==> config.mk <==
export PLATFORM = sky130hd
export DESIGN_NAME = grid_window_neighbor_lister_top_flat
export DESIGN_NICKNAME = d
export VERILOG_FILES = /design/src/rtl/gwnl_pkg.sv /design/src/rtl/gwnl_if.sv /design/src/rtl/gwnl_ctrl.sv /design/src/rtl/gwnl_dp.sv /design/src/rtl/grid_window_neighbor_lister_top.sv /design/src/flat_wrapper.sv
export VERILOG_INCLUDE_DIRS = /design/src /design/src/rtl
export SDC_FILE = /design/constraint.sdc
export NUM_CORES = 1
export LEC_CHECK = 0
export BUFFER_PORTS_ARGS = -buffer_cell sky130_fd_sc_hd__buf_2
export CAP_MARGIN = 5
export CORE_MARGIN = 2
export CORE_UTILIZATION = 50
export DETAILED_ROUTE_END_ITERATION = 10
export PLACE_DENSITY = 0.77
export SLEW_MARGIN = 20
export SYNTH_ARGS = -nofsm -noshare
export SYNTH_HDL_FRONTEND = slang
export SYNTH_HIERARCHICAL = 1
export SYNTH_SLANG_ARGS = --single-unit
==> constraint.sdc <==
create_clock -name clk -period 10.3 [get_ports clk]
set_input_delay 2.575 -clock clk [delete_from_list [all_inputs] [get_ports clk]]
set_output_delay 2.575 -clock clk [all_outputs]
set_load 0.02 [all_outputs]
==> src/rtl/grid_window_neighbor_lister_top_assert.svh <==
// Assertion macros shared by the lister modules.
// Each macro expects clk and rst_n in scope.
`ifndef GRID_WINDOW_NEIGHBOR_LISTER_TOP_ASSERT_SVH
`define GRID_WINDOW_NEIGHBOR_LISTER_TOP_ASSERT_SVH

// Same-cycle implication.
`define GWNL_AST_IMP(lbl, ante, cons, msg) \
  lbl: assert property (@(posedge clk) disable iff (!rst_n) (ante) |-> (cons)) \
    else $error(msg);

// Next-cycle implication.
`define GWNL_AST_NXT(lbl, ante, cons, msg) \
  lbl: assert property (@(posedge clk) disable iff (!rst_n) (ante) |=> (cons)) \
    else $error(msg);

`endif

==> src/rtl/gwnl_pkg.sv <==
`default_nettype none
package gwnl_pkg;

  // Field and register widths
  localparam int CELL_W     = 20;
  localparam int SIDE_W     = 11;
  localparam int REACH_W    = 2;
  localparam int IBASE_W    = 24;
  localparam int EBASE_W    = 26;
  localparam int NB_W       = 25;
  localparam int FE_W       = 27;
  localparam int CFG_ADDR_W = 2;
  localparam int CFG_DATA_W = 26;

  localparam logic [FE_W-1:0] EDGE_MAX = {FE_W{1'b1}};

  // Default build limits
  localparam int DEF_MAX_SIDE  = 1024;
  localparam int DEF_MAX_REACH = 3;

  // Register indexes
  localparam logic [CFG_ADDR_W-1:0] CFG_GRID_SIDE  = 2'd0;
  localparam logic [CFG_ADDR_W-1:0] CFG_REACH      = 2'd1;
  localparam logic [CFG_ADDR_W-1:0] CFG_INDEX_BASE = 2'd2;
  localparam logic [CFG_ADDR_W-1:0] CFG_EDGE_BASE  = 2'd3;

  // Register reset values
  localparam logic [SIDE_W-1:0]  RST_GRID_SIDE = 11'd1;
  localparam logic [REACH_W-1:0] RST_REACH     = 2'd1;

  typedef enum logic [2:0] {
    ST_IDLE,
    ST_CHECK,
    ST_DIV,
    ST_SETUP,
    ST_BASE,
    ST_WALK,
    ST_FLAG
  } st_t;

  // Controller to datapath
  typedef struct packed {
    logic load;
    logic check;
    logic div_step;
    logic setup;
    logic base;
    logic advance;
    logic emit;
    logic flag;
  } ctl_cmd_t;

  // Datapath to controller
  typedef struct packed {
    logic bad;
    logic lonely;
    logic div_done;
    logic out_free;
    logic self_pos;
    logic at_end;
  } dp_stat_t;

endpackage
`default_nettype wire

==> src/rtl/gwnl_if.sv <==
`default_nettype none
// Cell index channel
interface gwnl_in_if;
  logic                         valid;
  logic                         ready;
  logic [gwnl_pkg::CELL_W-1:0]  cell_index;

  modport source (output valid, output cell_index, input ready);
  modport sink   (input valid, input cell_index, output ready);
endinterface

// Neighbor result channel
interface gwnl_out_if;
  logic                         valid;
  logic                         ready;
  logic [gwnl_pkg::NB_W-1:0]    neighbor_index;
  logic [gwnl_pkg::FE_W-1:0]    first_edge;
  logic                         last;
  logic                         no_neighbor;
  logic                         bad_cell;

  modport source (output valid, output neighbor_index, output first_edge, output last,
                  output no_neighbor, output bad_cell, input ready);
  modport sink   (input valid, input neighbor_index, input first_edge, input last,
                  input no_neighbor, input bad_cell, output ready);
endinterface
`default_nettype wire

==> src/rtl/gwnl_ctrl.sv <==
`default_nettype none
`include "grid_window_neighbor_lister_top_assert.svh"
module gwnl_ctrl (
  input  wire logic               clk,
  input  wire logic               rst_n,
  input  wire logic               in_valid,
  output logic                    in_ready,
  input  wire gwnl_pkg::dp_stat_t stat,
  output gwnl_pkg::ctl_cmd_t      cmd
);

  gwnl_pkg::st_t state_r;
  gwnl_pkg::st_t state_nxt;

  // State register
  always_ff @(posedge clk) begin
    if (!rst_n) begin
      state_r <= gwnl_pkg::ST_IDLE;
    end else begin
      state_r <= state_nxt;
    end
  end

  // Next state
  always_comb begin
    state_nxt = state_r;
    unique case (state_r)
      gwnl_pkg::ST_IDLE: begin
        if (in_valid) state_nxt = gwnl_pkg::ST_CHECK;
      end
      gwnl_pkg::ST_CHECK: begin
        if (stat.bad || stat.lonely) state_nxt = gwnl_pkg::ST_FLAG;
        else                         state_nxt = gwnl_pkg::ST_DIV;
      end
      gwnl_pkg::ST_DIV: begin
        if (stat.div_done) state_nxt = gwnl_pkg::ST_SETUP;
      end
      gwnl_pkg::ST_SETUP: begin
        state_nxt = gwnl_pkg::ST_BASE;
      end
      gwnl_pkg::ST_BASE: begin
        state_nxt = gwnl_pkg::ST_WALK;
      end
      gwnl_pkg::ST_WALK: begin
        if ((stat.self_pos || stat.out_free) && stat.at_end) state_nxt = gwnl_pkg::ST_IDLE;
      end
      gwnl_pkg::ST_FLAG: begin
        if (stat.out_free) state_nxt = gwnl_pkg::ST_IDLE;
      end
      default: begin
        state_nxt = gwnl_pkg::ST_IDLE;
      end
    endcase
  end

  // Commands
  always_comb begin
    cmd      = '0;
    in_ready = 1'b0;
    unique case (state_r)
      gwnl_pkg::ST_IDLE: begin
        in_ready = 1'b1;
        cmd.load = in_valid;
      end
      gwnl_pkg::ST_CHECK: begin
        cmd.check = 1'b1;
      end
      gwnl_pkg::ST_DIV: begin
        cmd.div_step = 1'b1;
      end
      gwnl_pkg::ST_SETUP: begin
        cmd.setup = 1'b1;
      end
      gwnl_pkg::ST_BASE: begin
        cmd.base = 1'b1;
      end
      gwnl_pkg::ST_WALK: begin
        // skip the cell itself without a beat
        cmd.advance = stat.self_pos || stat.out_free;
        cmd.emit    = !stat.self_pos && stat.out_free;
      end
      gwnl_pkg::ST_FLAG: begin
        cmd.flag = stat.out_free;
      end
      default: begin
        cmd = '0;
      end
    endcase
  end

  `GWNL_AST_IMP(a_emit_free, cmd.emit || cmd.flag, stat.out_free, "beat loaded while output busy")
  `GWNL_AST_IMP(a_one_cmd, 1'b1,
    $onehot0({cmd.load, cmd.check, cmd.div_step, cmd.setup, cmd.base, cmd.advance, cmd.flag}),
    "more than one datapath command")

endmodule
`default_nettype wire

==> src/rtl/gwnl_dp.sv <==
`default_nettype none
`include "grid_window_neighbor_lister_top_assert.svh"
module gwnl_dp #(
  parameter int MAX_SIDE  = gwnl_pkg::DEF_MAX_SIDE,
  parameter int MAX_REACH = gwnl_pkg::DEF_MAX_REACH
) (
  input  wire logic                             clk,
  input  wire logic                             rst_n,
  input  wire logic                             cfg_we,
  input  wire logic [gwnl_pkg::CFG_ADDR_W-1:0]  cfg_addr,
  input  wire logic [gwnl_pkg::CFG_DATA_W-1:0]  cfg_wdata,
  input  wire logic [gwnl_pkg::CELL_W-1:0]      in_cell,
  input  wire gwnl_pkg::ctl_cmd_t               cmd,
  output gwnl_pkg::dp_stat_t                    stat,
  output logic                                  out_valid,
  input  wire logic                             out_ready,
  output logic [gwnl_pkg::NB_W-1:0]             out_nb,
  output logic [gwnl_pkg::FE_W-1:0]             out_fe,
  output logic                                  out_last,
  output logic                                  out_none,
  output logic                                  out_bad
);

  localparam int CELL_W  = gwnl_pkg::CELL_W;
  localparam int SIDE_W  = gwnl_pkg::SIDE_W;
  localparam int REACH_W = gwnl_pkg::REACH_W;
  localparam int NB_W    = gwnl_pkg::NB_W;
  localparam int FE_W    = gwnl_pkg::FE_W;
  localparam int SQ_W    = 2 * SIDE_W;
  localparam int DCNT_W  = $clog2(CELL_W);
  localparam int WIN_W   = $clog2(2 * MAX_REACH + 2);
  localparam int PROD_W  = 2 * WIN_W;
  localparam int CNT_W   = $clog2((2 * MAX_REACH + 1) * (2 * MAX_REACH + 1));
  localparam int SIDE_TOP = (1 << SIDE_W) - 1;
  localparam int SIDE_CAP = (MAX_SIDE > SIDE_TOP) ? SIDE_TOP : MAX_SIDE;

  // Configuration registers
  logic [SIDE_W-1:0]              grid_side_r;
  logic [REACH_W-1:0]             reach_r;
  logic [gwnl_pkg::IBASE_W-1:0]   index_base_r;
  logic [gwnl_pkg::EBASE_W-1:0]   edge_base_r;
  logic [FE_W-1:0]                edge_count_r;

  // Item state
  logic [CELL_W-1:0]  cell_r;
  logic [SIDE_W-1:0]  side_r;
  logic [REACH_W-1:0] r_r;
  logic [FE_W-1:0]    fe_r;
  logic               bad_r;
  logic               lonely_r;
  logic [CELL_W-1:0]  quo_r;
  logic [SIDE_W-1:0]  rem_r;
  logic [DCNT_W-1:0]  dcnt_r;
  logic [SIDE_W-1:0]  x0_r;
  logic [SIDE_W-1:0]  xlast_r;
  logic [SIDE_W-1:0]  ylast_r;
  logic [SIDE_W-1:0]  x_r;
  logic [SIDE_W-1:0]  y_r;
  logic [NB_W-1:0]    base_r;
  logic [CNT_W-1:0]   nlast_r;
  logic [CNT_W-1:0]   ecnt_r;

  // Output register
  logic               out_valid_r;
  logic [NB_W-1:0]    out_nb_r;
  logic [FE_W-1:0]    out_fe_r;
  logic               out_last_r;
  logic               out_none_r;
  logic               out_bad_r;

  logic [SIDE_W-1:0]  side_eff;
  logic [REACH_W-1:0] reach_eff;
  logic [FE_W:0]      fe_sum;
  logic [FE_W-1:0]    fe_calc;
  logic [SQ_W-1:0]    sq;
  logic               bad_c;
  logic               lonely_c;
  logic [SIDE_W:0]    rem_sh;
  logic               ge;
  logic [SIDE_W-1:0]  col;
  logic [SIDE_W-1:0]  row;
  logic [SIDE_W-1:0]  rz;
  logic [SIDE_W:0]    xhi;
  logic [SIDE_W:0]    yhi;
  logic [SIDE_W-1:0]  x0_c;
  logic [SIDE_W-1:0]  y0_c;
  logic [SIDE_W-1:0]  xlast_c;
  logic [SIDE_W-1:0]  ylast_c;
  logic [SQ_W-1:0]    yprod;
  logic [WIN_W-1:0]   wcols;
  logic [WIN_W-1:0]   hrows;
  logic [PROD_W-1:0]  wprod;
  logic               out_free;

  // Clip limits and first edge position
  assign side_eff  = (grid_side_r > SIDE_W'(SIDE_CAP)) ? SIDE_W'(SIDE_CAP) : grid_side_r;
  assign reach_eff = (reach_r > REACH_W'(MAX_REACH)) ? REACH_W'(MAX_REACH) : reach_r;
  assign fe_sum    = (FE_W + 1)'(edge_base_r) + (FE_W + 1)'(edge_count_r);
  assign fe_calc   = (fe_sum > (FE_W + 1)'(gwnl_pkg::EDGE_MAX)) ? gwnl_pkg::EDGE_MAX
                                                                : fe_sum[FE_W-1:0];

  // Range check
  assign sq       = side_r * side_r;
  assign bad_c    = (side_r == '0) || (SQ_W'(cell_r) >= sq);
  assign lonely_c = !bad_c && ((r_r == '0) || (side_r == SIDE_W'(1)));

  // One quotient bit per step
  assign rem_sh = {rem_r, quo_r[CELL_W-1]};
  assign ge     = rem_sh >= {1'b0, side_r};

  // Window bounds
  assign col     = rem_r;
  assign row     = quo_r[SIDE_W-1:0];
  assign rz      = SIDE_W'(r_r);
  assign x0_c    = (col > rz) ? col - rz : '0;
  assign y0_c    = (row > rz) ? row - rz : '0;
  assign xhi     = {1'b0, col} + {1'b0, rz};
  assign yhi     = {1'b0, row} + {1'b0, rz};
  assign xlast_c = (xhi < {1'b0, side_r}) ? xhi[SIDE_W-1:0] : side_r - SIDE_W'(1);
  assign ylast_c = (yhi < {1'b0, side_r}) ? yhi[SIDE_W-1:0] : side_r - SIDE_W'(1);

  // Row start and neighbor count
  assign yprod = y_r * side_r;
  assign wcols = WIN_W'(xlast_r - x0_r) + WIN_W'(1);
  assign hrows = WIN_W'(ylast_r - y_r) + WIN_W'(1);
  assign wprod = PROD_W'(wcols) * PROD_W'(hrows);

  assign out_free = !out_valid_r || out_ready;

  assign stat.bad      = bad_c;
  assign stat.lonely   = lonely_c;
  assign stat.div_done = (dcnt_r == DCNT_W'(CELL_W - 1));
  assign stat.out_free = out_free;
  assign stat.self_pos = (x_r == col) && (y_r == row);
  assign stat.at_end   = (x_r == xlast_r) && (y_r == ylast_r);

  // Configuration and running edge count
  always_ff @(posedge clk) begin
    if (!rst_n) begin
      grid_side_r  <= gwnl_pkg::RST_GRID_SIDE;
      reach_r      <= gwnl_pkg::RST_REACH;
      index_base_r <= '0;
      edge_base_r  <= '0;
      edge_count_r <= '0;
    end else begin
      if (cfg_we) begin
        unique case (cfg_addr)
          gwnl_pkg::CFG_GRID_SIDE:  grid_side_r  <= cfg_wdata[SIDE_W-1:0];
          gwnl_pkg::CFG_REACH:      reach_r      <= cfg_wdata[REACH_W-1:0];
          gwnl_pkg::CFG_INDEX_BASE: index_base_r <= cfg_wdata[gwnl_pkg::IBASE_W-1:0];
          gwnl_pkg::CFG_EDGE_BASE:  edge_base_r  <= cfg_wdata[gwnl_pkg::EBASE_W-1:0];
          default: ;
        endcase
      end
      if (cmd.emit && (edge_count_r != gwnl_pkg::EDGE_MAX)) begin
        edge_count_r <= edge_count_r + FE_W'(1);
      end
    end
  end

  // Item datapath
  always_ff @(posedge clk) begin
    if (cmd.load) begin
      cell_r <= in_cell;
      side_r <= side_eff;
      r_r    <= reach_eff;
      fe_r   <= fe_calc;
    end
    if (cmd.check) begin
      bad_r    <= bad_c;
      lonely_r <= lonely_c;
      quo_r    <= cell_r;
      rem_r    <= '0;
      dcnt_r   <= '0;
    end
    if (cmd.div_step) begin
      rem_r  <= ge ? SIDE_W'(rem_sh - {1'b0, side_r}) : rem_sh[SIDE_W-1:0];
      quo_r  <= {quo_r[CELL_W-2:0], ge};
      dcnt_r <= dcnt_r + DCNT_W'(1);
    end
    if (cmd.setup) begin
      x0_r    <= x0_c;
      x_r     <= x0_c;
      y_r     <= y0_c;
      xlast_r <= xlast_c;
      ylast_r <= ylast_c;
    end
    if (cmd.base) begin
      base_r  <= NB_W'(index_base_r) + NB_W'(yprod);
      nlast_r <= CNT_W'(wprod - PROD_W'(2));
      ecnt_r  <= '0;
    end
    // advance row-major through the window
    if (cmd.advance) begin
      if (x_r == xlast_r) begin
        x_r    <= x0_r;
        y_r    <= y_r + SIDE_W'(1);
        base_r <= base_r + NB_W'(side_r);
      end else begin
        x_r <= x_r + SIDE_W'(1);
      end
    end
    if (cmd.emit) begin
      ecnt_r <= ecnt_r + CNT_W'(1);
    end
  end

  // Output register
  always_ff @(posedge clk) begin
    if (!rst_n) begin
      out_valid_r <= 1'b0;
    end else if (cmd.emit || cmd.flag) begin
      out_valid_r <= 1'b1;
    end else if (out_ready) begin
      out_valid_r <= 1'b0;
    end
  end

  always_ff @(posedge clk) begin
    if (cmd.emit) begin
      out_nb_r   <= base_r + NB_W'(x_r);
      out_fe_r   <= fe_r;
      out_last_r <= (ecnt_r == nlast_r);
      out_none_r <= 1'b0;
      out_bad_r  <= 1'b0;
    end else if (cmd.flag) begin
      out_nb_r   <= '0;
      out_fe_r   <= fe_r;
      out_last_r <= 1'b1;
      out_none_r <= lonely_r;
      out_bad_r  <= bad_r;
    end
  end

  assign out_valid = out_valid_r;
  assign out_nb    = out_nb_r;
  assign out_fe    = out_fe_r;
  assign out_last  = out_last_r;
  assign out_none  = out_none_r;
  assign out_bad   = out_bad_r;

  `GWNL_AST_IMP(a_edge_mono, $past(rst_n), edge_count_r >= $past(edge_count_r),
    "edge count moved backward")
  `GWNL_AST_IMP(a_flag_shape, out_valid_r && (out_bad_r || out_none_r),
    out_last_r && (out_nb_r == '0) && !(out_bad_r && out_none_r), "malformed flagged beat")

endmodule
`default_nettype wire

==> src/rtl/grid_window_neighbor_lister_top.sv <==
`default_nettype none
// A flagged cell (bad index or no neighbors) gets a single flagged beat; otherwise the
// index is split into row and column by a 20-step bit-serial division and the clipped
// window (up to 49 cells) is walked row by row, one window cell per cycle unless a beat
// must wait for the output, the cell itself skipped without a beat. The output register
// lets the next item start while the final beat waits. Reset (rst_n, synchronous) idles
// the controller, clears the edge count and returns the registers to their defaults.
module grid_window_neighbor_lister_top #(
  parameter int MAX_SIDE  = gwnl_pkg::DEF_MAX_SIDE,
  parameter int MAX_REACH = gwnl_pkg::DEF_MAX_REACH
) (
  input  wire logic                             clk,
  input  wire logic                             rst_n,
  input  wire logic                             cfg_we,
  input  wire logic [gwnl_pkg::CFG_ADDR_W-1:0]  cfg_addr,
  input  wire logic [gwnl_pkg::CFG_DATA_W-1:0]  cfg_wdata,
  gwnl_in_if.sink                               in_ch,
  gwnl_out_if.source                            out_ch
);

  gwnl_pkg::ctl_cmd_t cmd;
  gwnl_pkg::dp_stat_t stat;
  logic               in_ready;

  gwnl_ctrl u_ctrl (
    .clk      (clk),
    .rst_n    (rst_n),
    .in_valid (in_ch.valid),
    .in_ready (in_ready),
    .stat     (stat),
    .cmd      (cmd)
  );

  gwnl_dp #(
    .MAX_SIDE  (MAX_SIDE),
    .MAX_REACH (MAX_REACH)
  ) u_dp (
    .clk       (clk),
    .rst_n     (rst_n),
    .cfg_we    (cfg_we),
    .cfg_addr  (cfg_addr),
    .cfg_wdata (cfg_wdata),
    .in_cell   (in_ch.cell_index),
    .cmd       (cmd),
    .stat      (stat),
    .out_valid (out_ch.valid),
    .out_ready (out_ch.ready),
    .out_nb    (out_ch.neighbor_index),
    .out_fe    (out_ch.first_edge),
    .out_last  (out_ch.last),
    .out_none  (out_ch.no_neighbor),
    .out_bad   (out_ch.bad_cell)
  );

  assign in_ch.ready = in_ready;

endmodule
`default_nettype wire

==> src/flat_wrapper.sv <==
// flat-port wrapper written by rule: the top's interface ports become plain ports
module grid_window_neighbor_lister_top_flat 
#(
  parameter int MAX_SIDE  = gwnl_pkg::DEF_MAX_SIDE,
  parameter int MAX_REACH = gwnl_pkg::DEF_MAX_REACH
)
  (clk, rst_n, cfg_we, cfg_addr, cfg_wdata, in_ch_valid, in_ch_cell_index, in_ch_ready, out_ch_valid, out_ch_neighbor_index, out_ch_first_edge, out_ch_last, out_ch_no_neighbor, out_ch_bad_cell, out_ch_ready);
  gwnl_in_if in_ch_i ();
  gwnl_out_if out_ch_i ();
  input  wire logic clk;
  input  wire logic rst_n;
  input  wire logic cfg_we;
  input  wire logic [gwnl_pkg::CFG_ADDR_W-1:0] cfg_addr;
  input  wire logic [gwnl_pkg::CFG_DATA_W-1:0] cfg_wdata;
  input wire logic [$bits(in_ch_i.valid)-1:0] in_ch_valid;
  input wire logic [$bits(in_ch_i.cell_index)-1:0] in_ch_cell_index;
  output wire logic [$bits(in_ch_i.ready)-1:0] in_ch_ready;
  output wire logic [$bits(out_ch_i.valid)-1:0] out_ch_valid;
  output wire logic [$bits(out_ch_i.neighbor_index)-1:0] out_ch_neighbor_index;
  output wire logic [$bits(out_ch_i.first_edge)-1:0] out_ch_first_edge;
  output wire logic [$bits(out_ch_i.last)-1:0] out_ch_last;
  output wire logic [$bits(out_ch_i.no_neighbor)-1:0] out_ch_no_neighbor;
  output wire logic [$bits(out_ch_i.bad_cell)-1:0] out_ch_bad_cell;
  input wire logic [$bits(out_ch_i.ready)-1:0] out_ch_ready;
  assign in_ch_i.valid = in_ch_valid;
  assign in_ch_i.cell_index = in_ch_cell_index;
  assign in_ch_ready = in_ch_i.ready;
  assign out_ch_valid = out_ch_i.valid;
  assign out_ch_neighbor_index = out_ch_i.neighbor_index;
  assign out_ch_first_edge = out_ch_i.first_edge;
  assign out_ch_last = out_ch_i.last;
  assign out_ch_no_neighbor = out_ch_i.no_neighbor;
  assign out_ch_bad_cell = out_ch_i.bad_cell;
  assign out_ch_i.ready = out_ch_ready;
  grid_window_neighbor_lister_top #(.MAX_SIDE(MAX_SIDE), .MAX_REACH(MAX_REACH)) u_core (.clk(clk), .rst_n(rst_n), .cfg_we(cfg_we), .cfg_addr(cfg_addr), .cfg_wdata(cfg_wdata), .in_ch(in_ch_i), .out_ch(out_ch_i));
endmodule
==> results.json <==
{
  "ys_top_cells_by_area": "edfxtp_1 (23%), fa_1 (13%), ha_1 (11%)",
  "wl_mm": 67.4,
  "pre_cts_slack_ns": 2.01,
  "grt_max_degree": 95,
  "grt_pass1_wl_mm": 108,
  "fin_crit_ns": 8.49,
  "synth_seq_cells": 339,
  "worstSetupPathType": "reg -> reg",
  "dr.pass1.iters": 5,
  "via_count": 20800,
  "grt_overflow": 0,
  "syn_inst": 2922,
  "r2r_cells": 30,
  "dpl.hpwl_mm": 50.8,
  "synth_seq_area_share_pct": 32.1,
  "rrSetupSlack_ns": 1.81,
  "drc_errors": 0,
  "h-tree-depth": 2,
  "cp-end-kind": "flop",
  "outcome": "completed",
  "hold_depth": 0,
  "setup_viol": 0,
  "tightest_slew_ns": 1.10,
  "mostFrequentLayoutCell": "nand2_1",
  "min_from": "u_core/u_dp/fe_r[15]$_SDFFCE_PN1P_",
  "min_to": "u_core/u_dp/out_fe[15]$_DFFE_PP_",
  "nets": 3430,
  "instances_no_fill": 3693,
  "slew_headroom_pct": 26.0,
  "drtIter0Drc": 1861,
  "drv_cap": 0,
  "post-route-cell-area_mm2": 0.0299,
  "avgSynthCellArea_um2": 9.45,
  "clock_skew_ns": 0.0288,
  "cts_sinks": 339,
  "die-area_mm2": 0.0571,
  "r2r-start": "u_core/u_dp/side_r[10]$_SDFFCE_PN1P_",
  "finalHoldViolations": 0,
  "postRouteAntennaNets": 0,
  "syn_nets": 3395,
  "cts_hold_buf": 0,
  "cts_tree": "done",
  "yosysTopAreaCellShare_pct": 22.5,
  "path_clk_slew_ns": 0.06,
  "finalSetupTns_ns": 0,
  "critPathSlowestCell": "o31ai_1",
  "wire_per_inst_um": 18.2,
  "via_per_inst": 5.64,
  "synthToLayoutAreaGrowth_pct": 8.49,
  "row_count": 86,
  "cts-root-buf": "clkbuf_16",
  "start_util_pct": 50.3,
  "core_mm2": 0.0549,
  "crit_path_max_fanout": 17,
  "numCtsBuffers": 40,
  "dieWidth_um": 239,
  "ioPinCount": 110,
  "setup_ws_ns": 1.81,
  "drive_gt1_share_pct": 8.63,
  "die_y_um": 239,
  "antenna_cells": 0,
  "clock_path_buffers": 3,
  "final_cell_mix": "nand2_1 (347), inv_1 (304), ha_1 (244)",
  "yosysTopAreaCell": "edfxtp_1",
  "synth_edf_count": 207,
  "fin_crit_sh_pct": 82.5,
  "antenna_found_initial": 1,
  "clkLatencyLatePin_ns": 0.58,
  "grt_setup_unrepaired": "no",
  "first_global_vias": 20400,
  "cp_num_buf_inv": 5,
  "hold_path.class": "reg -> reg",
  "grt_use_total_pct": 23.8,
  "worstPathRequired_ns": 10.75,
  "place_area_mm2": 0.0287,
  "ys.flop_type": "edfxtp_1",
  "max_freq_ghz": 0.118,
  "ys_types": 83,
  "place_congestion": 0.924,
  "synthArstFlopShare_pct": 0,
  "cp-start-kind": "flop",
  "cp.arrival_ns": 8.94,
  "portBuffers": 109,
  "path_depth": 30,
  "synth_area_mm2": 0.0276,
  "r2r-end": "u_core/u_ctrl/state_r[2]$_SDFFE_PN0P_",
  "ys_warn_count": 6,
  "ctsResizeCount": 0,
  "cp_top_family": "adder cells",
  "numPlacedInstances": 3619,
  "slowest_delay_ns": 0.91,
  "cts_setup_buffers": 0,
  "slew_violations": 0
}
## cells by family (layout without fill, tap and decap cells)
| kind of cell | count (synthesis) | after routing | synth area share, % |
|---|---|---|---|
| AOI/OAI and AO/OA | 488 | 488 | 11.7 |
| adders and majority gates | 420 | 420 | 23.8 |
| and+or+nand+nor | 927 | 927 | 16.1 |
| muxes | 88 | 88 | 3.32 |
| buffers and inverters | 451 | 518 | 6.29 |
| DFF | 339 | 339 | 32.1 |
| xor gates and xnor gates | 209 | 209 | 6.63 |
## registers in the layout (all words and copies together) (netlist names), 20 cells and up
signal / flops
u_core/u_dp/edge_count_r: 27
u_core/u_dp/fe_r: 27
u_core/u_dp/out_fe: 27
u_core/u_dp/edge_base_r: 26
u_core/u_dp/base_r: 25
u_core/u_dp/out_nb: 25
u_core/u_dp/index_base_r: 24
u_core/u_dp/cell_r: 20
u_core/u_dp/quo_r: 20
## metal layers
layer / vias up / routed length [um] / GRT usage [%]
met5: - / 11 / 0
met2: 744 / 29900 / 37.4
met4: 2 / 2220 / 8.22
met1: 9951 / 29800 / 33.0
met3: 141 / 5420 / 4.64
li1: 10000 / - / -
## cell usage after synthesis, types with 7 or more instances
master,n
nand4_1,31
clkbuf_1,116
nor3b_1,11
nand3_1,57
and2_1,76
fa_1,176
dfxtp_1,132
a211oi_1,22
or2_2,9
nor4_1,18
inv_1,305
mux2i_1,62
a21o_1,51
nor2b_1,49
a2111oi_0,7
o211ai_1,19
o21ai_0,89
buf_1,9
mux2_2,25
xnor2_1,109
o21a_1,25
o21bai_1,7
xor2_1,100
nand2_1,347
and3_1,31
o31ai_1,7
edfxtp_1,207
nor3_1,46
a31oi_1,13
a21oi_1,118
nand2b_1,23
nor2_1,185
or3_1,14
ha_1,244
a21boi_0,65
## through the flow
step	utilization, %	hold WS [ns]
after floorplan	-	0.400
after global placement	52.2	0.402
after detailed placement	52.2	0.405
after CTS	54.6	0.419
after global routing	54.6	0.426
final	54.6	0.418
## cell type report
type	count	area [um2]
multi-input combinational	2132	17000
timing repair buffer	131	711
sequential	339	8860
clock buffer	52	1090
clock inverter	22	191
tap	704	881
inverter	313	1170
fill	4788	24900
## worst max-delay path by stage
stage                                                    start                                     to
after floorplan            u_core/u_dp/side_r[0]$_SDFFCE_PN0P_  u_core/u_ctrl/state_r[2]$_SDFFE_PN0P_
after global placement    u_core/u_dp/side_r[10]$_SDFFCE_PN1P_  u_core/u_ctrl/state_r[2]$_SDFFE_PN0P_
after detailed placement  u_core/u_dp/side_r[10]$_SDFFCE_PN1P_  u_core/u_ctrl/state_r[2]$_SDFFE_PN0P_
after CTS                 u_core/u_dp/side_r[10]$_SDFFCE_PN1P_  u_core/u_ctrl/state_r[2]$_SDFFE_PN0P_
after global routing      u_core/u_dp/side_r[10]$_SDFFCE_PN1P_  u_core/u_ctrl/state_r[2]$_SDFFE_PN0P_
final                     u_core/u_dp/side_r[10]$_SDFFCE_PN1P_  u_core/u_ctrl/state_r[2]$_SDFFE_PN0P_
Power is not shown: default switching activity piles up to over one toggle a cycle in this logic, so the estimate is an artifact.
